<file path="src/rtl/tcw_pkg.sv">
// ----------------------------------------------------------------------------
// tcw_pkg
// shared types, constants and codes of the text console writer
// ----------------------------------------------------------------------------
package tcw_pkg;

  // screen geometry
  localparam int COLUMNS     = 80;
  localparam int ROWS        = 25;
  localparam int CELLS       = COLUMNS * ROWS;
  localparam int SHIFT_CELLS = COLUMNS * (ROWS - 1);
  localparam int ADDR_W      = $clog2(CELLS);

  // field widths
  localparam int CMD_W       = 2;
  localparam int CHAR_W      = 8;
  localparam int ATTR_W      = 8;
  localparam int COL_W       = 7;
  localparam int ROW_W       = 5;
  localparam int COLOR_W     = 4;
  localparam int CELL_W      = CHAR_W + ATTR_W;
  localparam int CFG_INDEX_W = 1;

  localparam logic [COL_W-1:0]   COL_LAST     = COL_W'(COLUMNS - 1);
  localparam logic [ROW_W-1:0]   ROW_LAST     = ROW_W'(ROWS - 1);
  localparam logic [CHAR_W-1:0]  NEWLINE_CODE = 8'd10;
  localparam logic [CHAR_W-1:0]  NUL_CODE     = 8'd0;
  localparam logic [COLOR_W-1:0] BACK_RESET   = 4'h0;
  localparam logic [COLOR_W-1:0] FORE_RESET   = 4'hF;

  typedef enum logic [CMD_W-1:0] {
    CMD_PUT   = 2'd0,
    CMD_SET   = 2'd1,
    CMD_CLEAR = 2'd2,
    CMD_READ  = 2'd3
  } cmd_op_t;

  typedef enum logic [CFG_INDEX_W-1:0] {
    CFG_BACK_COLOR = 1'd0,
    CFG_FORE_COLOR = 1'd1
  } cfg_index_t;

  typedef enum logic [1:0] {
    ST_SWEEP,
    ST_IDLE,
    ST_EXEC,
    ST_DONE
  } tcw_state_t;

  typedef enum logic [1:0] {
    SW_INIT,
    SW_CLEAR,
    SW_SCROLL
  } sweep_mode_t;

  typedef struct packed {
    cmd_op_t            cmd;
    logic [CHAR_W-1:0]  char_code;
    logic [COL_W-1:0]   cell_col;
    logic [ROW_W-1:0]   cell_row;
  } cmd_item_t;

  typedef struct packed {
    logic [COL_W-1:0]   cursor_col;
    logic [ROW_W-1:0]   cursor_row;
    logic               scrolled;
    logic [CHAR_W-1:0]  read_char;
    logic [ATTR_W-1:0]  read_attr;
  } rsp_item_t;

  // controller to datapath
  typedef struct packed {
    logic        accept;
    logic        exec;
    logic        sweep_step;
    logic        load_out;
    sweep_mode_t mode;
  } tcw_ctrl_t;

  // datapath to controller
  typedef struct packed {
    cmd_op_t op;
    logic    needs_scroll;
    logic    sweep_last;
  } tcw_status_t;

endpackage

</file>
<file path="src/rtl/tcw_ctrl.sv">
// ----------------------------------------------------------------------------
// tcw_ctrl
// sequencing of command transfers, memory sweeps and result transfers
// ----------------------------------------------------------------------------
module tcw_ctrl import tcw_pkg::*; (
  input  logic        clk,
  input  logic        rst,
  input  logic        cmd_valid,
  output logic        cmd_ready,
  output logic        rsp_valid,
  input  logic        rsp_ready,
  input  tcw_status_t status,
  output tcw_ctrl_t   ctrl
);

  tcw_state_t  state, state_next;
  sweep_mode_t mode, mode_next;
  logic        slot_free;

  assign slot_free = !rsp_valid || rsp_ready;

  always_ff @(posedge clk) begin
    if (rst) begin
      state     <= ST_SWEEP;
      mode      <= SW_INIT;
      rsp_valid <= 1'b0;
    end else begin
      state <= state_next;
      mode  <= mode_next;
      if (ctrl.load_out) begin
        rsp_valid <= 1'b1;
      end else if (rsp_ready) begin
        rsp_valid <= 1'b0;
      end
    end
  end

  always_comb begin
    state_next      = state;
    mode_next       = mode;
    cmd_ready       = 1'b0;
    ctrl.accept     = 1'b0;
    ctrl.exec       = 1'b0;
    ctrl.sweep_step = 1'b0;
    ctrl.load_out   = 1'b0;
    ctrl.mode       = mode;
    unique case (state)
      ST_SWEEP: begin
        ctrl.sweep_step = 1'b1;
        if (status.sweep_last) begin
          state_next = (mode == SW_INIT) ? ST_IDLE : ST_DONE;
        end
      end
      ST_IDLE: begin
        cmd_ready = 1'b1;
        if (cmd_valid) begin
          ctrl.accept = 1'b1;
          state_next  = ST_EXEC;
        end
      end
      ST_EXEC: begin
        ctrl.exec = 1'b1;
        if (status.op == CMD_CLEAR) begin
          mode_next  = SW_CLEAR;
          state_next = ST_SWEEP;
        end else if (status.needs_scroll) begin
          mode_next  = SW_SCROLL;
          state_next = ST_SWEEP;
        end else begin
          state_next = ST_DONE;
        end
      end
      ST_DONE: begin
        if (slot_free) begin
          ctrl.load_out = 1'b1;
          cmd_ready     = 1'b1;
          if (cmd_valid) begin
            ctrl.accept = 1'b1;
            state_next  = ST_EXEC;
          end else begin
            state_next = ST_IDLE;
          end
        end
      end
      default: begin
        state_next = ST_IDLE;
      end
    endcase
  end

  // no command transfer while the cell store is being swept
  a_no_accept_in_sweep: assert property (@(posedge clk) disable iff (rst)
    (state == ST_SWEEP) |-> !cmd_ready)
    else $error("command accepted during sweep");

  // every accepted command is executed in the next cycle
  a_accept_then_exec: assert property (@(posedge clk) disable iff (rst)
    (cmd_valid && cmd_ready) |=> (state == ST_EXEC))
    else $error("accepted command not executed");

  // a result never overwrites one that has not been taken
  a_load_into_free_slot: assert property (@(posedge clk) disable iff (rst)
    ctrl.load_out |-> (!rsp_valid || rsp_ready))
    else $error("result register overwritten");

endmodule

</file>
<file path="config.mk">
export PLATFORM = sky130hd
export DESIGN_NAME = tcw_ctrl
export DESIGN_NICKNAME = d
export VERILOG_FILES = /design/src/rtl/tcw_pkg.sv /design/src/rtl/tcw_ctrl.sv
export SDC_FILE = /design/constraint.sdc
export NUM_CORES = 1
export LEC_CHECK = 0
export BUFFER_PORTS_ARGS = -buffer_cell sky130_fd_sc_hd__buf_2
export CAP_MARGIN = 20
export CORE_AREA = 10 10 47 49
export DETAILED_ROUTE_END_ITERATION = 10
export DIE_AREA = 0 0 57 59
export MAX_ROUTING_LAYER = met4
export PLACE_DENSITY_LB_ADDON = 0.2
export SLEW_MARGIN = 10
export SYNTH_ARGS = -nofsm -noshare
export SYNTH_HDL_FRONTEND = slang
export SYNTH_SLANG_ARGS = --single-unit
export TNS_END_PERCENT = 100
</file>
<file path="constraint.sdc">
create_clock -name clk -period 2.95 [get_ports clk]
set_input_delay 0.59 -clock clk [delete_from_list [all_inputs] [get_ports clk]]
set_output_delay 0.59 -clock clk [all_outputs]
set_load 0.02 [all_outputs]
</file>
==> impl_metrics.ini <==
[timing]
fin_skew_ns = 0.004101
fin_crit_sh_pct = 66.13
finalSetupViolCount = 0
setup_tns_ns = 0
hold_violations = 0
period_minus_slack_ns = 1.951
relSlewSlack_pct = 75.84
fin_hold_ws_ns = 0.5273
tightest_slew_ns = 0.3619
report.final.slew_viol_count = 0
rsz0062_at_grt = false
fmax_ghz = 0.5126

[worst_hold_path]
whs_endpoint = mode[1]
hold_path.class = flop to flop
min_from = mode[1]
hold_depth = 2

[die]
core_area_sq_mm = 0.001401
initial_core_util_pct = 22.50
die_y_um = 59
die_x_um = 57
die_area_sq_mm = 0.003363
fp-row-count = 14
ios = 16

[setup_path]
r2r_end = mode[0]
cp.depth = 6
end_kind = output pin
r2r_start = state[0]
critPathBufInv = 2
cp-startpoint = rsp_ready
cp_top_family = simple AND/OR/NAND/NOR gates
cpPeakStageDelay_ns = 0.17
cp.required_ns = 2.36
cp_slowest_cell = and2_1
worstRegToRegCells = 4
worstPathCellList = buf_2 > nor2b_4 > and2_1 > nor2b_2 > and2_1 > buf_2
cp.arrival_ns = 1.36
cp-start-kind = input port
r2r_slack_ns = 1.71
worstPathMaxFanout = 4
path_class = input port to output pin

[pwr]
share_comb_of_total_power_pct = 24.2
p_switching_uw = 65.31
leakagePower_uw = 0.0001878
p_int_uw = 146.7
power_density_mw_per_mm2 = 511.9
switching_share_pct = 30.81
power_frac_clock_pct = 37.5
ir_drop_uv = 229.3
power_frac_seq_pct = 38.2

[global_route]
antenna_found_initial = 0
grt_pass1_vias = 319
grt_pass1_wl_mm = 1.386
grt_max_degree = 14
track_usage_pct = 5.476
grt_overflow = 0

[logic_synthesis]
yosysTopAreaCellShare_pct = 31.75
synth_warnings = 0
synth.largest_area_cell = dfxtp_1
postSynth.asyncResetShare_pct = 0
syn_nets = 45
synth-seq-cells = 5
ys_seq_area_share_pct = 31.75
syn_inst = 37
syn_area_sq_um = 315.3
synthTopCellsByArea = dfxtp_1 32%, a21oi_1 7.9%, buf_6 7.1%
avgSynthCellArea_sq_um = 8.522
synthFlopType = dfxtp_1
synth_cell_types = 21
synth-edff-count = 0

[run_status]
status = complete, no violations

[clock_tree]
clk_pin_slew_ns = 0.04
cts.sinks = 5
cts-resized-gates = 0
clk_latency_ns = 0.24
cts_buffer_depth = 2
cts_max_level = 1
cts_tree = done
root_buffer = clkbuf_4
postCtsSetupBuffers = 0
cts_inserted_buffers = 3
hold_buffers = 0

[cells_and_area]
syn2layout_area_growth_pct = 31.35
insertedDiodeCount = 0
final_nets = 63
drive_above_1_share_pct = 44.44

[routing]
highest_layer = met3
drc_errors = 0
routedWlPerCell_um = 11.47
drt_iter0_markers = 3
routed_wl_um = 803
vias_per_cell = 4.543
antenna_left = 0
wl_met2_um = 352
wl_met3_um = 72
wl_met1_um = 379
vias = 318
firstDrtPassIters = 2

[place]
hpwl_um = 648.7
numPortBuffers = 15
globalplace.congestion = 0.6953

[job]
drv_cap = 0
## routing by layer
layer  track usage (%)  up-vias
li1                  -      163
met1             5.615      144
met2             7.752       11
met3             4.936        0
met4             1.007        0
met5                 -        -
## worst min-delay path, stage by stage, from the launching register on
cell and delay (ns):
dfxtp_1 0.32, a21oi_1 0.11, nor3_1 0.05
## Yosys cell counts, drive strengths merged (2+ instances only)
| cell | n |
|---|---|
| a21oi | 6 |
| and2 | 2 |
| buf | 2 |
| dfxtp | 5 |
| inv | 2 |
| nand2 | 2 |
| nor2 | 5 |
| nor2b | 3 |
## state kept, by name (all words and copies together), names as in the netlist
register	flops
mode	2
state	2
rsp_valid	1
## cells in the final DEF (no fill, tap or decap), types with 2 or more instances in the layout
cell type and count:
a21oi_1 5, and2_1 2, buf_2 15, clkbuf_4 3, dfxtp_1 5, inv_1 2, nand2_1 2, nor2_1 5
## power by group through the flow
stage                     clock network [uW]  registers, uW  logic [uW]
after global routing                    91.9           82.4        57.7
after global placement                     0           82.7        52.5
after detailed placement                   0           82.4        52.3
final                                   79.6           81.1        51.3
after CTS                               86.3           81.1        52.4
after floorplan                            0           77.4        44.3
## final cells by class
class                   count  area [sq um]
repair buffers             15         75.07
clock buffers               4         26.28
inverters                   2         7.507
well taps                  16         20.02
multi-input cells          28         185.2
fillers                   176         987.2
flip-flops and latches      5         100.1
## metrics by stage
step / worst slack [ns] / util, % / power (uW) / std cells / instance area, sq um
5_1_grt: 0.9562 / 29.55 / 232.1 / 70 / 414.1
3_5_place_dp: 1.000 / 27.68 / 134.7 / 66 / 387.9
3_3_place_gp: 1.014 / 27.68 / 135.2 / 66 / 387.9
2_1_floorplan: 1.070 / - / 121.7 / 37 / 315.3
4_1_cts: 0.9959 / 29.55 / 219.8 / 70 / 414.1
6_report: 0.9992 / 29.55 / 212.0 / 70 / 414.1
## cells by family (layout without fill, tap and decap cells)
family          count (synthesis)  after routing  share of synthesized area [%]
simple gates                   17             17                          32.54
compound gates                 11             11                          26.19
flops                           5              5                          31.75
buf+inv                         4             21                          9.524
## how the worst max path moves through the flow
stage | end | slack [ns]
CTS | ctrl[5] | 1.0
global route | ctrl[5] | 0.96
finish | ctrl[5] | 1.0
global placement | ctrl[5] | 1.01
floorplan | ctrl[5] | 1.07
detailed placement | ctrl[5] | 1.00
Power figures use the tool's default switching activity.
