File: src/rtl/tcw_pkg.sv
// ----------------------------------------------------------------------------
// tcw_pkg
// shared types, constants and codes of the text console writer
// ----------------------------------------------------------------------------
package tcw_pkg;

  // screen geometry
  localparam int COLUMNS     = 80;
  localparam int ROWS        = 25;
  localparam int CELLS       = COLUMNS * ROWS;
  localparam int SHIFT_CELLS = COLUMNS * (ROWS - 1);
  localparam int ADDR_W      = $clog2(CELLS);

  // field widths
  localparam int CMD_W       = 2;
  localparam int CHAR_W      = 8;
  localparam int ATTR_W      = 8;
  localparam int COL_W       = 7;
  localparam int ROW_W       = 5;
  localparam int COLOR_W     = 4;
  localparam int CELL_W      = CHAR_W + ATTR_W;
  localparam int CFG_INDEX_W = 1;

  localparam logic [COL_W-1:0]   COL_LAST     = COL_W'(COLUMNS - 1);
  localparam logic [ROW_W-1:0]   ROW_LAST     = ROW_W'(ROWS - 1);
  localparam logic [CHAR_W-1:0]  NEWLINE_CODE = 8'd10;
  localparam logic [CHAR_W-1:0]  NUL_CODE     = 8'd0;
  localparam logic [COLOR_W-1:0] BACK_RESET   = 4'h0;
  localparam logic [COLOR_W-1:0] FORE_RESET   = 4'hF;

  typedef enum logic [CMD_W-1:0] {
    CMD_PUT   = 2'd0,
    CMD_SET   = 2'd1,
    CMD_CLEAR = 2'd2,
    CMD_READ  = 2'd3
  } cmd_op_t;

  typedef enum logic [CFG_INDEX_W-1:0] {
    CFG_BACK_COLOR = 1'd0,
    CFG_FORE_COLOR = 1'd1
  } cfg_index_t;

  typedef enum logic [1:0] {
    ST_SWEEP,
    ST_IDLE,
    ST_EXEC,
    ST_DONE
  } tcw_state_t;

  typedef enum logic [1:0] {
    SW_INIT,
    SW_CLEAR,
    SW_SCROLL
  } sweep_mode_t;

  typedef struct packed {
    cmd_op_t            cmd;
    logic [CHAR_W-1:0]  char_code;
    logic [COL_W-1:0]   cell_col;
    logic [ROW_W-1:0]   cell_row;
  } cmd_item_t;

  typedef struct packed {
    logic [COL_W-1:0]   cursor_col;
    logic [ROW_W-1:0]   cursor_row;
    logic               scrolled;
    logic [CHAR_W-1:0]  read_char;
    logic [ATTR_W-1:0]  read_attr;
  } rsp_item_t;

  // controller to datapath
  typedef struct packed {
    logic        accept;
    logic        exec;
    logic        sweep_step;
    logic        load_out;
    sweep_mode_t mode;
  } tcw_ctrl_t;

  // datapath to controller
  typedef struct packed {
    cmd_op_t op;
    logic    needs_scroll;
    logic    sweep_last;
  } tcw_status_t;

endpackage

File: src/rtl/tcw_datapath.sv
// ----------------------------------------------------------------------------
// tcw_datapath
// cursor, attribute registers, cell addressing and result register
// ----------------------------------------------------------------------------
module tcw_datapath import tcw_pkg::*; (
  input  logic                     clk,
  input  logic                     rst,
  input  tcw_ctrl_t                ctrl,
  output tcw_status_t              status,
  input  cmd_item_t                cmd_data,
  output rsp_item_t                rsp_data,
  input  logic                     cfg_write,
  input  logic [CFG_INDEX_W-1:0]   cfg_index,
  input  logic [COLOR_W-1:0]       cfg_data,
  output logic                     mem_we,
  output logic [ADDR_W-1:0]        mem_waddr,
  output logic [CELL_W-1:0]        mem_wdata,
  output logic                     mem_re,
  output logic [ADDR_W-1:0]        mem_raddr,
  input  logic [CELL_W-1:0]        mem_rdata
);

  logic [COLOR_W-1:0] back_color, fore_color;
  logic [ATTR_W-1:0]  attr;
  logic [CELL_W-1:0]  blank;

  cmd_op_t            lat_op;
  logic [CHAR_W-1:0]  lat_char;
  logic [COL_W-1:0]   lat_col;
  logic [ROW_W-1:0]   lat_row;

  logic [COL_W-1:0]   cursor_col;
  logic [ROW_W-1:0]   cursor_row;
  logic               scrolled;
  logic [CHAR_W-1:0]  rd_char;
  logic [ATTR_W-1:0]  rd_attr;
  logic [ADDR_W-1:0]  sweep_cnt;

  logic [COL_W-1:0]   in_col_sat;
  logic [ROW_W-1:0]   in_row_sat;
  logic [ADDR_W-1:0]  in_addr, cursor_addr;
  logic [ADDR_W:0]    sweep_raddr;
  logic               is_newline, line_end;

  assign attr  = {back_color, fore_color};
  assign blank = {attr, NUL_CODE};

  assign in_col_sat = (cmd_data.cell_col > COL_LAST) ? COL_LAST : cmd_data.cell_col;
  assign in_row_sat = (cmd_data.cell_row > ROW_LAST) ? ROW_LAST : cmd_data.cell_row;
  assign in_addr = ADDR_W'(in_row_sat) * ADDR_W'(COLUMNS) + ADDR_W'(in_col_sat);
  assign cursor_addr = ADDR_W'(cursor_row) * ADDR_W'(COLUMNS) + ADDR_W'(cursor_col);

  assign is_newline = (lat_char == NEWLINE_CODE);
  assign line_end   = is_newline || (cursor_col == COL_LAST);

  assign status.op           = lat_op;
  assign status.needs_scroll = (lat_op == CMD_PUT) && line_end && (cursor_row == ROW_LAST);
  assign status.sweep_last   = (sweep_cnt == ADDR_W'(CELLS - 1));

  assign sweep_raddr = (ADDR_W + 1)'(sweep_cnt) + (ADDR_W + 1)'(COLUMNS + 1);

  // memory ports
  always_comb begin
    mem_we    = 1'b0;
    mem_waddr = cursor_addr;
    mem_wdata = {attr, lat_char};
    mem_re    = 1'b0;
    mem_raddr = in_addr;
    if (ctrl.accept) begin
      mem_re = 1'b1;
    end else if (ctrl.exec) begin
      mem_we    = (lat_op == CMD_PUT) && !is_newline;
      // prefetch the first source cell of a scroll
      mem_re    = status.needs_scroll;
      mem_raddr = ADDR_W'(COLUMNS);
    end else if (ctrl.sweep_step) begin
      mem_we    = 1'b1;
      mem_waddr = sweep_cnt;
      mem_re    = (ctrl.mode == SW_SCROLL) && (sweep_raddr < (ADDR_W + 1)'(CELLS));
      mem_raddr = sweep_raddr[ADDR_W-1:0];
      unique case (ctrl.mode)
        SW_INIT:   mem_wdata = '0;
        SW_CLEAR:  mem_wdata = blank;
        SW_SCROLL: mem_wdata = (sweep_cnt < ADDR_W'(SHIFT_CELLS)) ? mem_rdata : blank;
        default:   mem_wdata = '0;
      endcase
    end
  end

  // control-like state with reset
  always_ff @(posedge clk) begin
    if (rst) begin
      back_color <= BACK_RESET;
      fore_color <= FORE_RESET;
      cursor_col <= '0;
      cursor_row <= '0;
      sweep_cnt  <= '0;
    end else begin
      if (cfg_write) begin
        unique case (cfg_index_t'(cfg_index))
          CFG_BACK_COLOR: back_color <= cfg_data;
          CFG_FORE_COLOR: fore_color <= cfg_data;
          default: ;
        endcase
      end
      if (ctrl.exec) begin
        sweep_cnt <= '0;
      end else if (ctrl.sweep_step) begin
        sweep_cnt <= sweep_cnt + 1'b1;
      end
      if (ctrl.exec) begin
        unique case (lat_op)
          CMD_PUT: begin
            if (line_end) begin
              cursor_col <= '0;
              if (cursor_row != ROW_LAST) begin
                cursor_row <= cursor_row + 1'b1;
              end
            end else begin
              cursor_col <= cursor_col + 1'b1;
            end
          end
          CMD_SET: begin
            cursor_col <= lat_col;
            cursor_row <= lat_row;
          end
          CMD_CLEAR: begin
            cursor_col <= '0;
            cursor_row <= '0;
          end
          CMD_READ: ;
          default: ;
        endcase
      end
    end
  end

  // payload registers
  always_ff @(posedge clk) begin
    if (ctrl.accept) begin
      lat_op   <= cmd_data.cmd;
      lat_char <= cmd_data.char_code;
      lat_col  <= in_col_sat;
      lat_row  <= in_row_sat;
    end
    if (ctrl.exec) begin
      scrolled <= status.needs_scroll;
      if (lat_op == CMD_READ) begin
        rd_char <= mem_rdata[CHAR_W-1:0];
        rd_attr <= mem_rdata[CELL_W-1:CHAR_W];
      end else begin
        rd_char <= '0;
        rd_attr <= '0;
      end
    end
    if (ctrl.load_out) begin
      rsp_data.cursor_col <= cursor_col;
      rsp_data.cursor_row <= cursor_row;
      rsp_data.scrolled   <= scrolled;
      rsp_data.read_char  <= rd_char;
      rsp_data.read_attr  <= rd_attr;
    end
  end

  // cursor always stays on the screen
  a_cursor_in_range: assert property (@(posedge clk) disable iff (rst)
    (cursor_col <= COL_LAST) && (cursor_row <= ROW_LAST))
    else $error("cursor off screen");

  // a scroll leaves the cursor on the bottom row and flags it
  a_scroll_bottom_row: assert property (@(posedge clk) disable iff (rst)
    (ctrl.exec && status.needs_scroll) |=> ((cursor_row == ROW_LAST) && scrolled))
    else $error("scroll did not settle on bottom row");

endmodule

File: config.mk
export PLATFORM = sky130hd
export DESIGN_NAME = tcw_datapath
export DESIGN_NICKNAME = d
export VERILOG_FILES = /design/src/rtl/tcw_pkg.sv /design/src/rtl/tcw_datapath.sv
export SDC_FILE = /design/constraint.sdc
export NUM_CORES = 1
export LEC_CHECK = 0
export ABC_CLOCK_PERIOD_IN_PS = 2850
export BUFFER_PORTS_ARGS = -buffer_cell sky130_fd_sc_hd__buf_2
export CAP_MARGIN = 30
export CELL_PAD_IN_SITES_DETAIL_PLACEMENT = 0
export CELL_PAD_IN_SITES_GLOBAL_PLACEMENT = 1
export CORE_MARGIN = 4
export CORE_UTILIZATION = 35
export DETAILED_ROUTE_END_ITERATION = 6
export PLACE_DENSITY_LB_ADDON = 0.1
export SLEW_MARGIN = 20
export SYNTH_ARGS = -nofsm -noshare
export SYNTH_HDL_FRONTEND = slang
export SYNTH_SLANG_ARGS = --single-unit
File: constraint.sdc
create_clock -name clk -period 2.85 [get_ports clk]
set_clock_uncertainty 0.2 [all_clocks]
set_input_delay 0.4275 -clock clk [delete_from_list [all_inputs] [get_ports clk]]
set_output_delay 0.4275 -clock clk [all_outputs]
set_load 0.02 [all_outputs]
==> reports/results.txt <==
Status - complete, but fails checks
Failing checks - setup timing
Peak VDD IR - 270 uV
Total track usage - 17.3%
Share of cells above drive strength 1 - 39.3%
Final setup viols - 5
Mux cell area share after synthesis - 0.764%
CP Class - reg2out
Minimum hold slack - 0.0513 ns
Site row count - 44
Port bufs - 124
Power Total - 0.00363 W
Critical path origin - cursor_row[1]$_SDFFE_PP0P_
Gp weighted congestion - 0.811
Placeable Area - 0.0146 mm^2
Layout Nets - 726
First-pass GRT wire length - 22.3 mm
Clock Power Share - 33.3%
Required @ worst endpoint - 2.22 ns
Die area - 0.0170 mm^2
Critical path's slowest cell - fa_2
Final worst-path cycle share - 108%
Critical path buffer and inverter count - 1
Routed WL - 14.9 mm
Post-Synthesis Net Count - 574
Clock buffer depth - 2
Compound-Gate Fraction of Synth Area - 13.8%
H-tree lvl count - 3
Largest family of logic cells by synthesized area - simple AND/OR/NAND/NOR gates
Nature of the critical path startpoint - register
Syn_area_per_cell - 10.7 um^2
Synth Instances - 490
CTS Root Cell - clkbuf_16
Area delta synth->final - 32.9%
RSZ-0062 raised after global routing - yes
IO Count - 125
Register area share after synthesis - 50.8%
Synth Register Bits - 99
CP cell instances - ha_4, ha_4, fa_2, xor2_2, o2111ai_2, xnor2_1, xnor2_1, a21oi_1, buf_4
Setup TNS - -0.647 ns
Via count - 4198
Synth Area in Simple Gates - 16.7%
Pwr per Cell Area - 521 mW/mm^2
Static Leak - 2.89 nW
Max cap viols - 0
Vias per cell - 5.05
Die height - 130 um
Post-synth EDFFs - 68
Avg WL per Cell - 18.0 um
Hold_sp - cmd_data[14]
Max_slew headroom - 55.6%
CTS tree - built
Initial core utilization - 35.9%
Routed Antenna Nets - 0
Most frequent cells in the layout - buf_2 (115), edfxtp_1 (68), buf_4 (46), nor2_1 (45), nand2_1 (34)
Die Wd - 130 um
Int Power - 0.00259 W
Fin worst setup slack - -0.229 ns
Largest delay share family, worst path - adder cells
Hold Vio Cnt, Final - 0
Initial antenna violation count - 0
Vias in the first global route - 4079
Worst EP arrival - 2.45 ns
Main synth FF type - edfxtp_1
Global route overflow - 0
Slew @ Worst Pin - 0.666 ns
Max FO, Critical Path - 2
Pre-CTS WS - -0.270 ns
DRT Pass-1 Iters - 4
Worst hold path type - in2reg
Tmin final - 3.08 ns
Clock sink total - 99
Worst R2R Start - cursor_col[1]$_SDFFE_PP0P_
Ys Warns - 0
CTS Hold Bufs - 0
Drc violations - 0
Clock Pin Slew Worst Setup and Hold Paths - 0.07 ns
Slowest stage delay, CP - 0.37 ns
Ant. Diodes - 0
Asr flop ratio synth - 0%
Synth Area in XOR/XNOR - 5.68%
Comb power frac - 20.8%
CTS Buf Count - 9
Netlist Area Pre-Place - 0.00524 mm^2
Switching power - 0.00104 W
Final Max Tran Viols - 0
Initial DRC Count - 240
Post-DP HPWL - 11.4 mm
Fin util - 47.7%
Adder-cell share of the synthesized area - 8.21%
Nature of the critical path endpoint - primary output
Largest net degree at the start of global routing - 32
Clock Latency Late Sink - 0.35 ns
Cell variety after synth - 59
Switching share of power - 28.6%
Most common cell after layout, fill and taps aside - buf_2
Seq pwr share - 46.0%
Achievable Freq - 325 MHz
-- cell families after synthesis --
group	Yosys count
adder cells (fa/ha/maj)	32
buffers and inverters	51
multiplexers	4
flip-flops	99
AND/OR/NAND/NOR	167
XOR/XNOR	34
AO/OA/AOI/OAI	103
-- final timing paths --
kind	end	slack, ns	depth (start not counted)
max	mem_waddr[10]	-0.23	9
min	lat_char[2]$_DFFE_PP_	0.05	1
max reg2reg	cursor_row[0]$_SDFFE_PP0P_	0.61	7
min reg2reg	rsp_data[6]$_DFFE_PP_	0.22	0
-- power groups by stage --
stage          registers (W)  clock network, W  logic, W
2_1_floorplan        0.00172                 0  0.000363
3_3_place_gp         0.00169                 0  0.000668
3_5_place_dp         0.00170                 0  0.000670
4_1_cts              0.00167           0.00124  0.000721
5_1_grt              0.00168           0.00130  0.000816
6_report             0.00167           0.00121  0.000753
-- through the flow --
step,area (um^2),instances
after CTS,6800,828
after global routing,6960,831
after floorplan,5300,490
after global placement,6300,806
after detailed placement,6300,806
final,6960,831
-- metal layers --
metal,wire length [um],up-vias,track usage [%]
met4,162,0,5.63
met5,0,-,0
met2,7340,94,27.9
met1,6750,2029,23.9
met3,669,8,2.78
li1,-,2067,-
-- Yosys cell counts (all sizes together) (8+ instances only) --
cell type / n / area (um^2)
xor2: 14 / 123
xnor2: 20 / 175
a22o: 15 / 133
ha: 28 / 350
edfxtp: 68 / 2040
and2: 21 / 131
nand3: 15 / 75.1
buf: 8 / 51.3
clkbuf: 20 / 75.1
a21oi: 22 / 110
nor2: 50 / 195
inv: 23 / 86.3
o21ai: 16 / 87.6
nand2: 36 / 135
dfxtp: 31 / 621
-- layout make-up --
| class | instances | area, um^2 |
|---|---|---|
| fillers | 1398 | 7630 |
| flip-flops and latches | 99 | 2680 |
| multi-input cells | 340 | 2650 |
| repair buffers | 169 | 1020 |
| clock buffers | 10 | 239 |
| well taps | 184 | 230 |
| inverters | 23 | 88.8 |
| clock inverters | 6 | 60.1 |
-- state kept, by name, indices dropped and copies added (netlist names) --
register / flops
rsp_data: 29
scrolled: 1
rd_attr: 8
back_color: 4
lat_char: 8
cursor_col: 7
fore_color: 4
cursor_row: 5
lat_col: 7
lat_op: 2
rd_char: 8
lat_row: 5
sweep_cnt: 11
-- worst reg2reg max path, stage by stage (launching register included) --
cell	delay, ns
dfxtp_2	0.37
ha_2	0.22
nand3_2	0.14
nor4b_4	0.33
buf_4	0.17
o21ai_2	0.12
or4_1	0.50
o31ai_1	0.08
-- repair_timing --
| item | 4_1_cts | 5_1_grt |
|---|---|---|
| resized for setup | 47 | 35 |
| setup endpoints to repair | 12 | 10 |
| pin swaps | 23 | 15 |
| hold endpoints to repair | 0 | 0 |
| setup buffers | 6 | 4 |
(Power assumes the default switching activity.)
